**src/rtl/core/gescl_pkg.sv**
```systemverilog
`timescale 1ns / 1ps
package gescl_pkg;
	localparam int MaxClusters = 64;
	localparam int CoordBits   = 12;
	localparam int IdxBits     = $clog2(MaxClusters);
	localparam int UsedBits    = $clog2(MaxClusters + 1);
	localparam int CountBits   = 16;
	localparam int SumBits     = 32;
	localparam int CfgIdxBits  = 3;
	localparam int CfgDataBits = 12;
	localparam logic [CountBits-1:0] CountMax = '1;

	typedef logic [CoordBits-1:0] coord_t;

	// Register indexes
	localparam logic [CfgIdxBits-1:0] RegLightLow  = 3'd0;
	localparam logic [CfgIdxBits-1:0] RegLightHigh = 3'd1;
	localparam logic [CfgIdxBits-1:0] RegDarkHigh  = 3'd2;
	localparam logic [CfgIdxBits-1:0] RegMinSpan   = 3'd3;
	localparam logic [CfgIdxBits-1:0] RegMaxSpan   = 3'd4;
	localparam logic [CfgIdxBits-1:0] RegEdgeSlack = 3'd5;
	localparam logic [CfgIdxBits-1:0] RegXTol      = 3'd6;
	localparam logic [CfgIdxBits-1:0] RegRowTol    = 3'd7;

	// Queue entry from front to back: a segment or a frame end
	typedef struct packed {
		logic   is_end;
		coord_t mid;
		coord_t row;
	} seg_cmd_t;

	typedef struct packed {
		logic [11:0] gap_column;
		logic        found;
		logic [15:0] winner_count;
		logic        table_overflow;
	} report_t;
endpackage

```
**src/rtl/core/gescl_front.sv**
```systemverilog
`timescale 1ns / 1ps
module gescl_front (
	input  logic                clk,
	input  logic                arst_n,
	input  logic                pix_valid,
	output logic                pix_ready,
	input  logic [7:0]          red,
	input  logic [7:0]          green,
	input  logic [7:0]          blue,
	input  gescl_pkg::coord_t   column,
	input  gescl_pkg::coord_t   row,
	input  logic                frame_last,
	input  logic [7:0]          light_low,
	input  logic [7:0]          light_high,
	input  logic [7:0]          dark_high,
	input  gescl_pkg::coord_t   min_span,
	input  gescl_pkg::coord_t   max_span,
	input  gescl_pkg::coord_t   edge_slack,
	output logic                cmd_valid,
	input  logic                cmd_ready,
	output gescl_pkg::seg_cmd_t cmd
);
	logic [1:0]        phase_q;
	gescl_pkg::coord_t start_q;
	logic              light, dark, x0, emit, gone;
	logic [1:0]        ph, ph_nxt;
	logic signed [gescl_pkg::CoordBits:0] span_d;
	logic [gescl_pkg::CoordBits:0] midsum;
	logic              acc;
	logic              end_pend_q;

	// Stall the pixel when it needs a queue slot that is not free or a frame end is owed
	assign pix_ready = !end_pend_q && (cmd_ready || !(emit || frame_last));
	assign acc = pix_valid && pix_ready;

	// Classify and track
	always_comb begin
		x0 = (column == '0);
		ph = x0 ? 2'd0 : phase_q;
		light = red > light_low && green > light_low && blue > light_low &&
			red < light_high && green < light_high && blue < light_high;
		dark = red < dark_high && green < dark_high && blue < dark_high;
		span_d = $signed({1'b0, column}) - $signed({1'b0, start_q});
		gone = span_d > $signed({1'b0, edge_slack});
		emit = 1'b0;
		ph_nxt = ph;
		if (light) begin
			if (ph == 2'd0) ph_nxt = 2'd1;
			else if (ph == 2'd2) begin
				if (span_d >= $signed({1'b0, min_span}) &&
					span_d <= $signed({1'b0, max_span})) begin
					emit = 1'b1;
					ph_nxt = 2'd0;
				end
			end else if (gone) ph_nxt = 2'd0;
		end else if (dark) begin
			if (ph == 2'd1) ph_nxt = 2'd2;
		end else if (gone) ph_nxt = 2'd0;
		midsum = {1'b0, start_q} + {1'b0, column};
	end

	// Issue segment or frame end
	assign cmd_valid = end_pend_q || (pix_valid && (emit || frame_last));
	always_comb begin
		cmd.is_end = end_pend_q || !emit;
		cmd.mid    = midsum[gescl_pkg::CoordBits:1];
		cmd.row    = row;
	end

	// Advance tracker
	always_ff @(posedge clk or negedge arst_n) begin
		if (!arst_n) begin
			phase_q <= 2'd0;
			start_q <= '0;
		end else if (acc) begin
			if (frame_last) begin
				phase_q <= 2'd0;
				start_q <= '0;
			end else begin
				phase_q <= ph_nxt;
				if (light && ph == 2'd0) start_q <= column;
			end
		end
	end

	// A frame end that closes a segment issues the segment, then owes the frame end
	always_ff @(posedge clk or negedge arst_n) begin
		if (!arst_n) begin
			end_pend_q <= 1'b0;
		end else if (end_pend_q) begin
			if (cmd_ready) end_pend_q <= 1'b0;
		end else if (acc && emit && frame_last) begin
			end_pend_q <= 1'b1;
		end
	end
endmodule

```
**config.mk**
```make
export PLATFORM = sky130hd
export DESIGN_NAME = gescl_front
export DESIGN_NICKNAME = d
export VERILOG_FILES = /design/src/rtl/core/gescl_pkg.sv /design/src/rtl/core/gescl_front.sv
export SDC_FILE = /design/constraint.sdc
export NUM_CORES = 1
export LEC_CHECK = 0
export BUFFER_PORTS_ARGS = -buffer_cell sky130_fd_sc_hd__buf_4
export CAP_MARGIN = 0
export CORE_MARGIN = 1.5
export CORE_UTILIZATION = 35
export DETAILED_ROUTE_END_ITERATION = 10
export SKIP_LAST_GASP = 1
export SLEW_MARGIN = 20
export SYNTH_ARGS = -nofsm -noshare
export SYNTH_HDL_FRONTEND = slang
export SYNTH_SLANG_ARGS = --single-unit
```
**constraint.sdc**
```tcl
create_clock -name clk -period 6.67 [get_ports clk]
set_input_delay 1.334 -clock clk [delete_from_list [all_inputs] [get_ports clk]]
set_output_delay 1.334 -clock clk [all_outputs]
set_load 0.02 [all_outputs]
```
==> metrics.txt <==
Placer Congestion=0.8713; YS warnings=0; Final Cycle Share=95.36%; Hold Crit Class=reg -> reg; WP data arrival=5.03 ns; RR Endpoint=start_q[10]$_DFFE_PN0P_; switching power=243.1 uW; endpoints failing hold=0; setup bufs post-CTS=0; # IOs=140; clk slew on worst S/H paths=0.05 ns; Async SR Flop Fraction=100.0%; largest net degree at the start of global routing=16; Seq/Total Area, Yosys=8.701%; Nets=889; Design Power=596.1 uW; commonest non-fill, non-tap cells in the layout=ha_1 (126), buf_4 (117), inv_1 (88); CTS root buffer=clkbuf_16; commonest non-fill, non-tap cell in the layout=ha_1; Syn Inst Count=545; RSZ-0062 raised after global routing=false; outcome=finished, final reports clean; Slew HR=49.84%; min Tclk post-route=6.360 ns; clk_skew=0.006467 ns; first-pass GRT wire length=19150 um; Pleak=2.854 nW; final antenna diode count=0; Area Overhead vs Synth=24.30%; crit path launch=column[0]; drt wl/cell=14.76 um; CP endpoint kind=output pin; Final Util=44.65%; initial antenna violation count=0; reg2reg setup slack=2.26 ns; WL final=11720 um; non-filler instance count after layout=794; CP bufs+invs=3; Critical Path Source Type=input pin; worst r2r src=start_q[1]$_DFFE_PN0P_; # DRC=0; Main synth FF type=dfrtp_1; Fill cells=1194; crit path max fanout=4; Hold Path End=start_q[2]$_DFFE_PN0P_; placed cells=790; CP top delay family=simple AND/OR/NAND/NOR gates; WHS=0.5345 ns; via count=4146; worst-path cell chain=buf_4 > inv_1 > ha_1 > fa_1 > nand2b_2 > a21oi_2 > o311a_2 > o22ai_2 > xnor2_1 > ha_1 > a21o_1 > a211oi_1 > o211a_1 > nor3_1 > or4b_4 > or2_2 > buf_4; # setup viols final=0; kind of critical path=in -> out; Internal Power=353.1 uW; Seq pwr share=16.8%; combinational power share=63.6%; Slowest cell on crit path=or4b_4; register bit total from synthesis=15; ratio of cells with drive above 1 in the final layout=21.17%; Initial Util=35.92%; CTS tree=built; pre-CTS WS=-0.1287 ns; cell count of the worst reg-to-reg path=22; max-slew violations=0; hpwl dp=10410 um; Switching Share=40.77%; routed vias/inst=5.222; Core Rows=40; Cell Pwr Density=111.2 mW/mm^2; Peak VDD IR=0.0001093 V; CTS sink count=15; cell area after synthesis=0.004314 mm^2; die height=114.0 um; number of synthesized flops with an enable pin=0; Max-cap violations=0; hold depth=1; CTS max path bufs=2; Post-Syn Area per Cell=7.916 um^2; Die X=114.0 um; Port Buffers=115; post-synth cell types=60; GRT Overall Usage=17.89%; Synthesized Nets=786; min-delay src=start_q[2]$_DFFE_PN0P_; setup ws final=0.3096 ns; DIE AREA=0.01300 mm^2; clock latency on the worst-skew pair=0.25 ns; H-tree depth=1; Slew @ Worst Pin=0.7497 ns; antenna-violating nets left=0; drt first pass iters=5; CP max stage delay=0.53 ns; total congestion overflow=0; Clk network pwr share=19.6%; CP Data Required Time=5.34 ns; fmax=0.1572 GHz; total CTS buffers=3; vias in the first global route=4088; DRT iter0 DRCs=215; Core ar.=0.01201 mm^2
==> final cells by class <==
cell class / instances / area (um^2) / share of cell area [%]
clock buffers: 3 / 75.07 / 1.400
clock inverters: 1 / 5.005 / 0.09333
inverters: 88 / 330.3 / 6.160
multi-input cells: 423 / 3515 / 65.54
flip-flops and latches: 15 / 375.4 / 7.000
well taps: 147 / 183.9 / 3.430
repair buffers: 117 / 878.3 / 16.38
==> through the flow <==
step	instance area, um^2	TNS [ns]
final	5363	0
after CTS	5335	0
after floorplan	4314	0
after global routing	5363	0
after global placement	5249	0
after detailed placement	5249	-0.2156
==> worst register-to-register path: stages (launching register included) <==
cell and delay [ns]:
dfrtp_1 0.43, inv_1 0.11, ha_1 0.30, nor2b_1 0.14, o21ai_1 0.15, a21oi_1 0.11, o21ai_1 0.17, a21oi_1 0.11
a211o_1 0.30, a21o_1 0.20, a21oi_2 0.17, xnor2_2 0.11, ha_1 0.24, a2111oi_4 0.32, o21ai_0 0.14, a211oi_1 0.21
o21ai_0 0.12, nand3_1 0.09, or4b_4 0.16, buf_4 0.14, o21ai_4 0.07, a21o_4 0.24, a22o_1 0.25
==> how the worst max path moves through the flow <==
stage / endpoint / cells after the start
after floorplan: pix_ready / 20
after global placement: cmd_valid / 21
after detailed placement: cmd_valid / 21
after CTS: cmd[24] / 18
after global routing: cmd[24] / 18
final: cmd[24] / 17
==> per-layer routing <==
layer  wire length, um  global-route usage [%]
met1              5651                   24.76
met2              5370                   31.24
met3               616                   1.328
met4                82                   2.333
met5                 0                       0
==> sequential cells by signal, summed over array words and instances, names as in the netlist <==
| signal | count |
|---|---|
| end_pend_q | 1 |
| phase_q | 2 |
| start_q | 12 |
==> power by group through the flow <==
stage | sequential (mW) | clock [mW] | combinational (mW)
after floorplan | 0.0997 | 0 | 0.244
after global placement | 0.102 | 0 | 0.362
after detailed placement | 0.102 | 0 | 0.372
after CTS | 0.100 | 0.119 | 0.376
after global routing | 0.101 | 0.122 | 0.430
final | 0.100 | 0.117 | 0.379
==> synthesized netlist by cell type, drive strengths merged, types with 8 or more instances <==
| cell | n | area, um^2 |
|---|---|---|
| a22o | 12 | 105.1 |
| nor2b | 9 | 56.30 |
| nor2 | 32 | 120.1 |
| nand4 | 18 | 112.6 |
| ha | 126 | 1577 |
| xnor2 | 13 | 113.9 |
| o21ai | 22 | 121.4 |
| nand2b | 8 | 52.55 |
| a21o | 15 | 120.1 |
| a21oi | 44 | 224.0 |
| o21a | 9 | 67.56 |
| nand3 | 15 | 75.07 |
| inv | 88 | 330.3 |
| dfrtp | 15 | 375.4 |
| nand2 | 21 | 78.83 |
| buf | 16 | 116.4 |
==> timing repair <==
item                                    CTS  global route
gates resized for setup                   2             6
gates cloned                              0             0
hold buffers                              0             0
endpoints found under the setup margin    3             3
==> logic make-up (layout without fill, tap and decap cells) <==
family / Yosys count / in the layout / synth area share [%]
simple gates: 133 / 133 / 16.13
xor+xnor: 17 / 17 / 3.451
mux: 1 / 1 / 0.2610
compound gates: 144 / 144 / 23.38
fa+ha+maj: 128 / 128 / 37.47
buf+inv: 107 / 209 / 10.61
flops: 15 / 15 / 8.701
(Power assumes the default switching activity.)
