**src/rtl/core/gescl_pkg.sv**
```systemverilog
`timescale 1ns / 1ps
package gescl_pkg;
	localparam int MaxClusters = 64;
	localparam int CoordBits   = 12;
	localparam int IdxBits     = $clog2(MaxClusters);
	localparam int UsedBits    = $clog2(MaxClusters + 1);
	localparam int CountBits   = 16;
	localparam int SumBits     = 32;
	localparam int CfgIdxBits  = 3;
	localparam int CfgDataBits = 12;
	localparam logic [CountBits-1:0] CountMax = '1;

	typedef logic [CoordBits-1:0] coord_t;

	// Register indexes
	localparam logic [CfgIdxBits-1:0] RegLightLow  = 3'd0;
	localparam logic [CfgIdxBits-1:0] RegLightHigh = 3'd1;
	localparam logic [CfgIdxBits-1:0] RegDarkHigh  = 3'd2;
	localparam logic [CfgIdxBits-1:0] RegMinSpan   = 3'd3;
	localparam logic [CfgIdxBits-1:0] RegMaxSpan   = 3'd4;
	localparam logic [CfgIdxBits-1:0] RegEdgeSlack = 3'd5;
	localparam logic [CfgIdxBits-1:0] RegXTol      = 3'd6;
	localparam logic [CfgIdxBits-1:0] RegRowTol    = 3'd7;

	// Queue entry from front to back: a segment or a frame end
	typedef struct packed {
		logic   is_end;
		coord_t mid;
		coord_t row;
	} seg_cmd_t;

	typedef struct packed {
		logic [11:0] gap_column;
		logic        found;
		logic [15:0] winner_count;
		logic        table_overflow;
	} report_t;
endpackage

```
**src/rtl/core/gescl_queue.sv**
```systemverilog
`timescale 1ns / 1ps
module gescl_queue (
	input  logic                clk,
	input  logic                arst_n,
	input  logic                in_valid,
	output logic                in_ready,
	input  gescl_pkg::seg_cmd_t in_cmd,
	output logic                out_valid,
	input  logic                out_ready,
	output gescl_pkg::seg_cmd_t out_cmd
);
	gescl_pkg::seg_cmd_t mem_q [4];
	logic [1:0] wp_q, rp_q;
	logic [2:0] cnt_q;
	logic wr, rd;

	assign in_ready  = cnt_q != 3'd4;
	assign out_valid = cnt_q != 3'd0;
	assign out_cmd   = mem_q[rp_q];
	assign wr = in_valid && in_ready;
	assign rd = out_valid && out_ready;

	// Hold entries
	always_ff @(posedge clk) begin
		if (wr) mem_q[wp_q] <= in_cmd;
	end

	// Advance pointers
	always_ff @(posedge clk or negedge arst_n) begin
		if (!arst_n) begin
			wp_q <= '0;
			rp_q <= '0;
			cnt_q <= '0;
		end else begin
			if (wr) wp_q <= wp_q + 2'd1;
			if (rd) rp_q <= rp_q + 2'd1;
			cnt_q <= cnt_q + {2'd0, wr} - {2'd0, rd};
		end
	end
endmodule

```
**config.mk**
```make
export PLATFORM = sky130hd
export DESIGN_NAME = gescl_queue
export DESIGN_NICKNAME = d
export VERILOG_FILES = /design/src/rtl/core/gescl_pkg.sv /design/src/rtl/core/gescl_queue.sv
export SDC_FILE = /design/constraint.sdc
export NUM_CORES = 1
export LEC_CHECK = 0
export BUFFER_PORTS_ARGS = -buffer_cell sky130_fd_sc_hd__buf_2
export CAP_MARGIN = 0
export CORE_MARGIN = 2
export CORE_UTILIZATION = 26
export CTS_CLUSTER_DIAMETER = 60
export DETAILED_ROUTE_END_ITERATION = 12
export PLACE_DENSITY = 0.48
export SYNTH_ARGS = -nofsm -noshare
export SYNTH_HDL_FRONTEND = slang
export SYNTH_SLANG_ARGS = --single-unit
```
**constraint.sdc**
```tcl
create_clock -name clk -period 2.9 [get_ports clk]
set_clock_uncertainty 0.1 [all_clocks]
set_input_delay 0.145 -clock clk [delete_from_list [all_inputs] [get_ports clk]]
set_output_delay 0.145 -clock clk [all_outputs]
set_load 0.01 [all_outputs]
```
==> flow_summary.ini, run 1 <==
[timing]
post-route-period-util = 0.8201
hold_viol_final = 0
finalSetupViolations = 0
timing.final.crit_period_ns = 2.378
rsz0062_at_grt = false
hold_ws_ns = 0.03281
finalMaxSlewViolations = 0
max_freq_ghz = 0.4204
worst_pin_slew_ns = 0.7417
final.setup.tns_ns = 0
max_slew_margin = 0.5055

[synthesis]
avgSynthCellArea_um2 = 23.98
syn_area_mm2 = 0.004124
ys_types = 21
synth_top_cell_by_area = edfxtp_1
synth_area_leaders = edfxtp_1 73%, mux4_2 9.8%, mux4_1 4.5%
yosys.area.top_type_share = 0.7282
yosys_warnings = 0
syn_nets = 208
syn_inst = 172
synth-seq-area-share = 0.7706
ys_ff_latch = 107

[power_and_ir_drop]
power_switching_uw = 1450
seq_power_share = 0.456
powerDensity_mw_per_mm2 = 942.0
p_comb_frac = 0.291
power_uw = 4900
intPower_uw = 3450
ir_drop_mv = 0.4273
clock_power_share = 0.254
leakage_uw = 0.001814
p_sw_frac = 0.2960

[clocking]
cts_tree = done
ctsResizeCount = 0
clockRootBuffer = clkbuf_16
cts_buffers = 9
cts_buffer_depth = 2
insertion_delay_ns = 0.34
clkTransAtPathRegs_ns = 0.07
cts_sinks = 107
htreeDepth = 3

[placement]
place_inst = 440
hpwl_um = 4526
postPlaceCellArea_mm2 = 0.004632
routabilityCongestion = 0.7109
io_buffers = 55

[worst_setup_path]
crit_fanout = 8
crit_type = register to register
critical_path.top_delay_family = adder cells
worstSetupEndpointType = register
cp_data_required_time_ns = 3.03
path_cells = nor3b_2 > nand2b_1 > ha_1 > inv_1 > ha_1 > inv_1 > fa_1 > xnor2_1 > xnor2_1
max_stage_delay_ns = 0.48
path_buf_inv = 2
slowest_stage = dfrtp_1
start_kind = register
reg2reg_setup_slack_ns = 0.52
arrival_ns = 2.50

[die]
die_area_mm2 = 0.01688
start_util = 0.2625
die_w_um = 129.9
coreArea_mm2 = 0.01571
ios = 56
die_h_um = 129.9
rows = 46

[worst_hold_path]
hold_class = primary input to register

[run]
maxCapViolCount = 0

[drt]
vias = 1935
finalWirelength_um = 7529
wl_per_cell_um = 15.62
dr.pass1.iters = 4
postRouteAntennaNets = 0
drc_errors = 0
drt_iter0_markers = 145
viasPerCell = 4.015

[final_layout]
finalNonFillerCells = 482
nets = 297
final_cell_area_mm2 = 0.005201
n_antenna_cell = 0
drive_above_1_share = 0.3684
area_growth_pct = 26.12
final_common_cell = edfxtp_1
mostFrequentLayoutCells = 100 x edfxtp_1, 55 x buf_2, 26 x dlygate4sd3_1, 18 x mux4_2, 9 x clkbuf_16

[grt]
grt_usage = 0.09486
grt_pass1_vias = 2093
grt_overflow = 0
antenna_found_initial = 0
grt_pass1_wl_um = 11700
grt_max_degree = 26

[status]
status = finished clean
metrics by stage:
step	utilization	worst slack, ns
2_1_floorplan	-	0.7011
4_1_cts	0.3310	0.4670
3_5_place_dp	0.2948	0.4903
6_report	0.3310	0.5216
3_3_place_gp	0.2948	0.5585
5_1_grt	0.3310	0.2898
kinds of logic (layout without fill, tap and decap cells):
group                    Yosys count  count (layout)  share of synthesized area
AO/OA/AOI/OAI                      4               4                   0.007888
XOR/XNOR                           4               4                   0.008497
adder cells (fa/ha/maj)            7               7                    0.02306
buffers and inverters             12             106                    0.02154
flip-flops                       107             107                     0.7706
multiplexers                      25              25                     0.1429
AND/OR/NAND/NOR                   13              13                    0.02548
metal layers:
metal	vias up	part of all wire	track usage
met1	994	0.46	0.1226
met3	4	0.046	0.03485
met2	42	0.49	0.1531
li1	895	-	-
met5	-	0	0
met4	0	0.0056	0.02277
tightest hold or removal path, stage by stage:
cell and delay, ns:
buf_2 0.14, nand2_1 0.07, o211ai_1 0.07
registers in the layout (all words and copies together) (netlist names):
name and flops:
rp_q 2, mem_q 100, cnt_q 3, wp_q 2
power by group through the flow:
stage / clock network, µW / registers [µW] / logic (µW)
finish: 1240 / 2230 / 1420
global route: 1330 / 2280 / 1580
global placement: 0 / 2270 / 1450
detailed placement: 0 / 2280 / 1450
floorplan: 0 / 2170 / 1050
CTS: 1270 / 2250 / 1480
final timing paths:
kind                                from       end  cells after the start
worst max-delay path            cnt_q[1]  cnt_q[2]                      9
worst min-delay path            in_valid   wp_q[1]                      3
worst max register to register  cnt_q[1]  cnt_q[2]                      9
worst min register to register   wp_q[1]   wp_q[1]                      2
max in group asynchronous         arst_n   rp_q[0]                      2
min in group asynchronous         arst_n  cnt_q[2]                      2
synthesized netlist by cell type:
cell type	number
ha_1	6
o31a_1	1
xor2_1	1
inv_1	6
o311ai_0	1
buf_12	2
dfrtp_1	7
mux4_1	7
buf_2	3
nand2_1	1
o211ai_1	2
mux4_2	18
and3b_1	4
xnor2_1	3
edfxtp_1	100
or3_1	1
nor3b_2	1
nand4bb_1	2
fa_1	1
nand2b_1	4
buf_6	1
what timing repair did:
| action | 4_1_cts | 5_1_grt |
|---|---|---|
| hold buffers | 26 | 0 |
| endpoints found under the hold margin | 107 | 0 |
| buffers inserted | 0 | 0 |
final cells by class:
class	count	area (µm²)
clock inverter	6	70.07
clock buffer	10	239.0
tap	216	270.3
multi-input combinational	53	862.1
fill	1527	10510
timing repair buffer	84	558.0
sequential	107	3179
inverter	6	22.52
(Power assumes the default switching activity.)
==> run 2: changes to the inputs <==
--- a/config.mk
+++ b/config.mk
@@ -11,7 +11,7 @@
 export CORE_UTILIZATION = 26
 export CTS_CLUSTER_DIAMETER = 60
 export DETAILED_ROUTE_END_ITERATION = 12
-export PLACE_DENSITY = 0.48
+export PLACE_DENSITY = 0.5
 export SYNTH_ARGS = -nofsm -noshare
 export SYNTH_HDL_FRONTEND = slang
 export SYNTH_SLANG_ARGS = --single-unit
==> constraint.sdc (replaced) <==
create_clock -name clk -period 2 [get_ports clk]
set_clock_uncertainty 0.1 [all_clocks]
set_input_delay 0.1 -clock clk [delete_from_list [all_inputs] [get_ports clk]]
set_output_delay 0.1 -clock clk [all_outputs]
set_load 0.01 [all_outputs]
==> run 2 against run 1 <==
Effect of this change: the flow now finishes with violations (setup timing); critical path depth fell by 1; sequential share of layout area fell by 2.4 points; via count rose by 5.3%; fmax rose by 15%; clock power rose by 36%; global-route usage rose by 0.43 points; register-to-register slack got worse by 0.59 ns; die area did not move; core utilization rose by 1.4 points; cell area rose by 4.2%; hold slack got worse by 0.023 ns; cell count rose by 5.0%; highest routed layer unchanged.
==> flow_summary.ini, run 2 (synthesis gave the netlist of run 1 again) <==
[status]
status = complete, but fails checks
violations = setup timing

[timing]
finalMaxSlewViolations = 0
max_slew_margin = 0.7255
rsz0062_at_grt = true
max_freq_ghz = 0.4826
worst_pin_slew_ns = 0.4066
setup_ws_ns = -0.07225
finalSetupViolations = 1
post-route-period-util = 1.036
hold_viol_final = 0
timing.final.crit_period_ns = 2.072

[clocking]
insertion_delay_ns = 0.35
cts_buffers = 9
cts_tree = done
clockRootBuffer = clkbuf_16
htreeDepth = 3
cts_sinks = 107
clkTransAtPathRegs_ns = 0.06
cts_buffer_depth = 2

[grt]
grt_usage = 0.09915
grt_pass1_vias = 2107
grt_pass1_wl_um = 12040
grt_max_degree = 26
grt_overflow = 0
antenna_found_initial = 0

[die]
die_w_um = 129.9
coreArea_mm2 = 0.01571
die_area_mm2 = 0.01688
ios = 56
rows = 46
start_util = 0.2625
die_h_um = 129.9

[power_and_ir_drop]
leakage_uw = 0.001939
powerDensity_mw_per_mm2 = 1369
ir_drop_mv = 0.4800

[drt]
viasPerCell = 4.026
finalWirelength_um = 7704
postRouteAntennaNets = 0
wl_per_cell_um = 15.23
vias = 2037
drt_iter0_markers = 43
drc_errors = 0
dr.pass1.iters = 3

[final_layout]
nets = 321
final_common_cell = edfxtp_1
fin_util = 0.3449
mostFrequentLayoutCells = 100 x edfxtp_1, 55 x buf_2, 27 x dlygate4sd3_1, 23 x buf_4, 18 x mux4_2
largest-register = mem_q
largest_reg_flops = 100
final_cell_area_mm2 = 0.005419
n_antenna_cell = 0
area_growth_pct = 31.40
drive_above_1_share = 0.4207
top_regs = mem_q x100, cnt_q x3
fillers = 1498

[worst_setup_path]
start_kind = register
worstSetupEndpointType = register
cp_data_required_time_ns = 2.13
crit_type = register to register
crit_fanout = 4
arrival_ns = 2.21

[worst_hold_path]
hold_class = primary input to register

[run]
maxCapViolCount = 0

[placement]
pre_cts_ws_ns = -0.1222
postPlaceCellArea_mm2 = 0.004792
hpwl_um = 4993
io_buffers = 55
routabilityCongestion = 0.7092
## run 2: final cells by class
class / instances / area [µm²] / area share
Clock buffer: 10 / 229.0 / 0.04225
Clock inverter: 6 / 56.30 / 0.01039
Inverter: 6 / 22.52 / 0.004156
Multi-Input combinational cell: 53 / 878.3 / 0.1621
Sequential cell: 107 / 3184 / 0.5876
Tap cell: 216 / 270.3 / 0.04987
Timing Repair Buffer: 108 / 778.2 / 0.1436
## run 2: through the flow
step | power, µW | TNS (ns) | hold slack (ns) | instances
finish | 7416 | -0.07225 | 0.009595 | 506
global route | 7858 | -0.2410 | 0.01368 | 506
global placement | 5632 | -0.05835 | -0.1525 | 455
CTS | 7561 | -0.06990 | 0.006091 | 506
floorplan | 4683 | -0.1091 | -0.2956 | 172
detailed placement | 5682 | -0.1516 | -0.1507 | 455
## run 2: path summary, 6_finish.rpt
path / startpoint / end / cells after the start / slack [ns]
worst max register to register: cnt_q[0] / cnt_q[2] / 8 / -0.07
min in group asynchronous: arst_n / cnt_q[2] / 2 / 0.02
worst min-delay path: in_valid / wp_q[1] / 3 / 0.01
worst min register to register: wp_q[1] / wp_q[1] / 2 / 0.51
max in group asynchronous: arst_n / rp_q[0] / 2 / 1.60
worst max-delay path: cnt_q[0] / cnt_q[2] / 8 / -0.07
## run 2: power breakdown
| part | internal (µW) | leakage [µW] | total (µW) | switching [µW] |
|---|---|---|---|---|
| combinational | 1340 | 0.000802 | 2560 | 1230 |
| clock | 959 | 0.000141 | 1690 | 731 |
| sequential | 2980 | 0.000995 | 3160 | 183 |
## run 2: worst max-delay path, cell delays in order, from the launching register on
cell and delay [ns]:
dfrtp_2 0.44, o31a_1 0.30, ha_1 0.27, inv_1 0.05, ha_1 0.12, inv_1 0.05
fa_2 0.35, xnor2_2 0.14, xnor2_1 0.13
## run 2: what timing repair did
action                                  4_1_cts  5_1_grt
endpoints found under the setup margin       20        2
hold buffers                                 27        0
buffers inserted                              8        0
endpoints found under the hold margin       108        0
pin swaps                                     3        0
gates resized for setup                       2        1
## run 2: routing by layer
metal | vias to the layer above | GRT usage | wire, µm
met4 | 0 | 0.05313 | 168
met3 | 10 | 0.02665 | 262
met2 | 36 | 0.1484 | 3616
li1 | 946 | - | -
met1 | 1045 | 0.1321 | 3657
met5 | - | 0 | 0
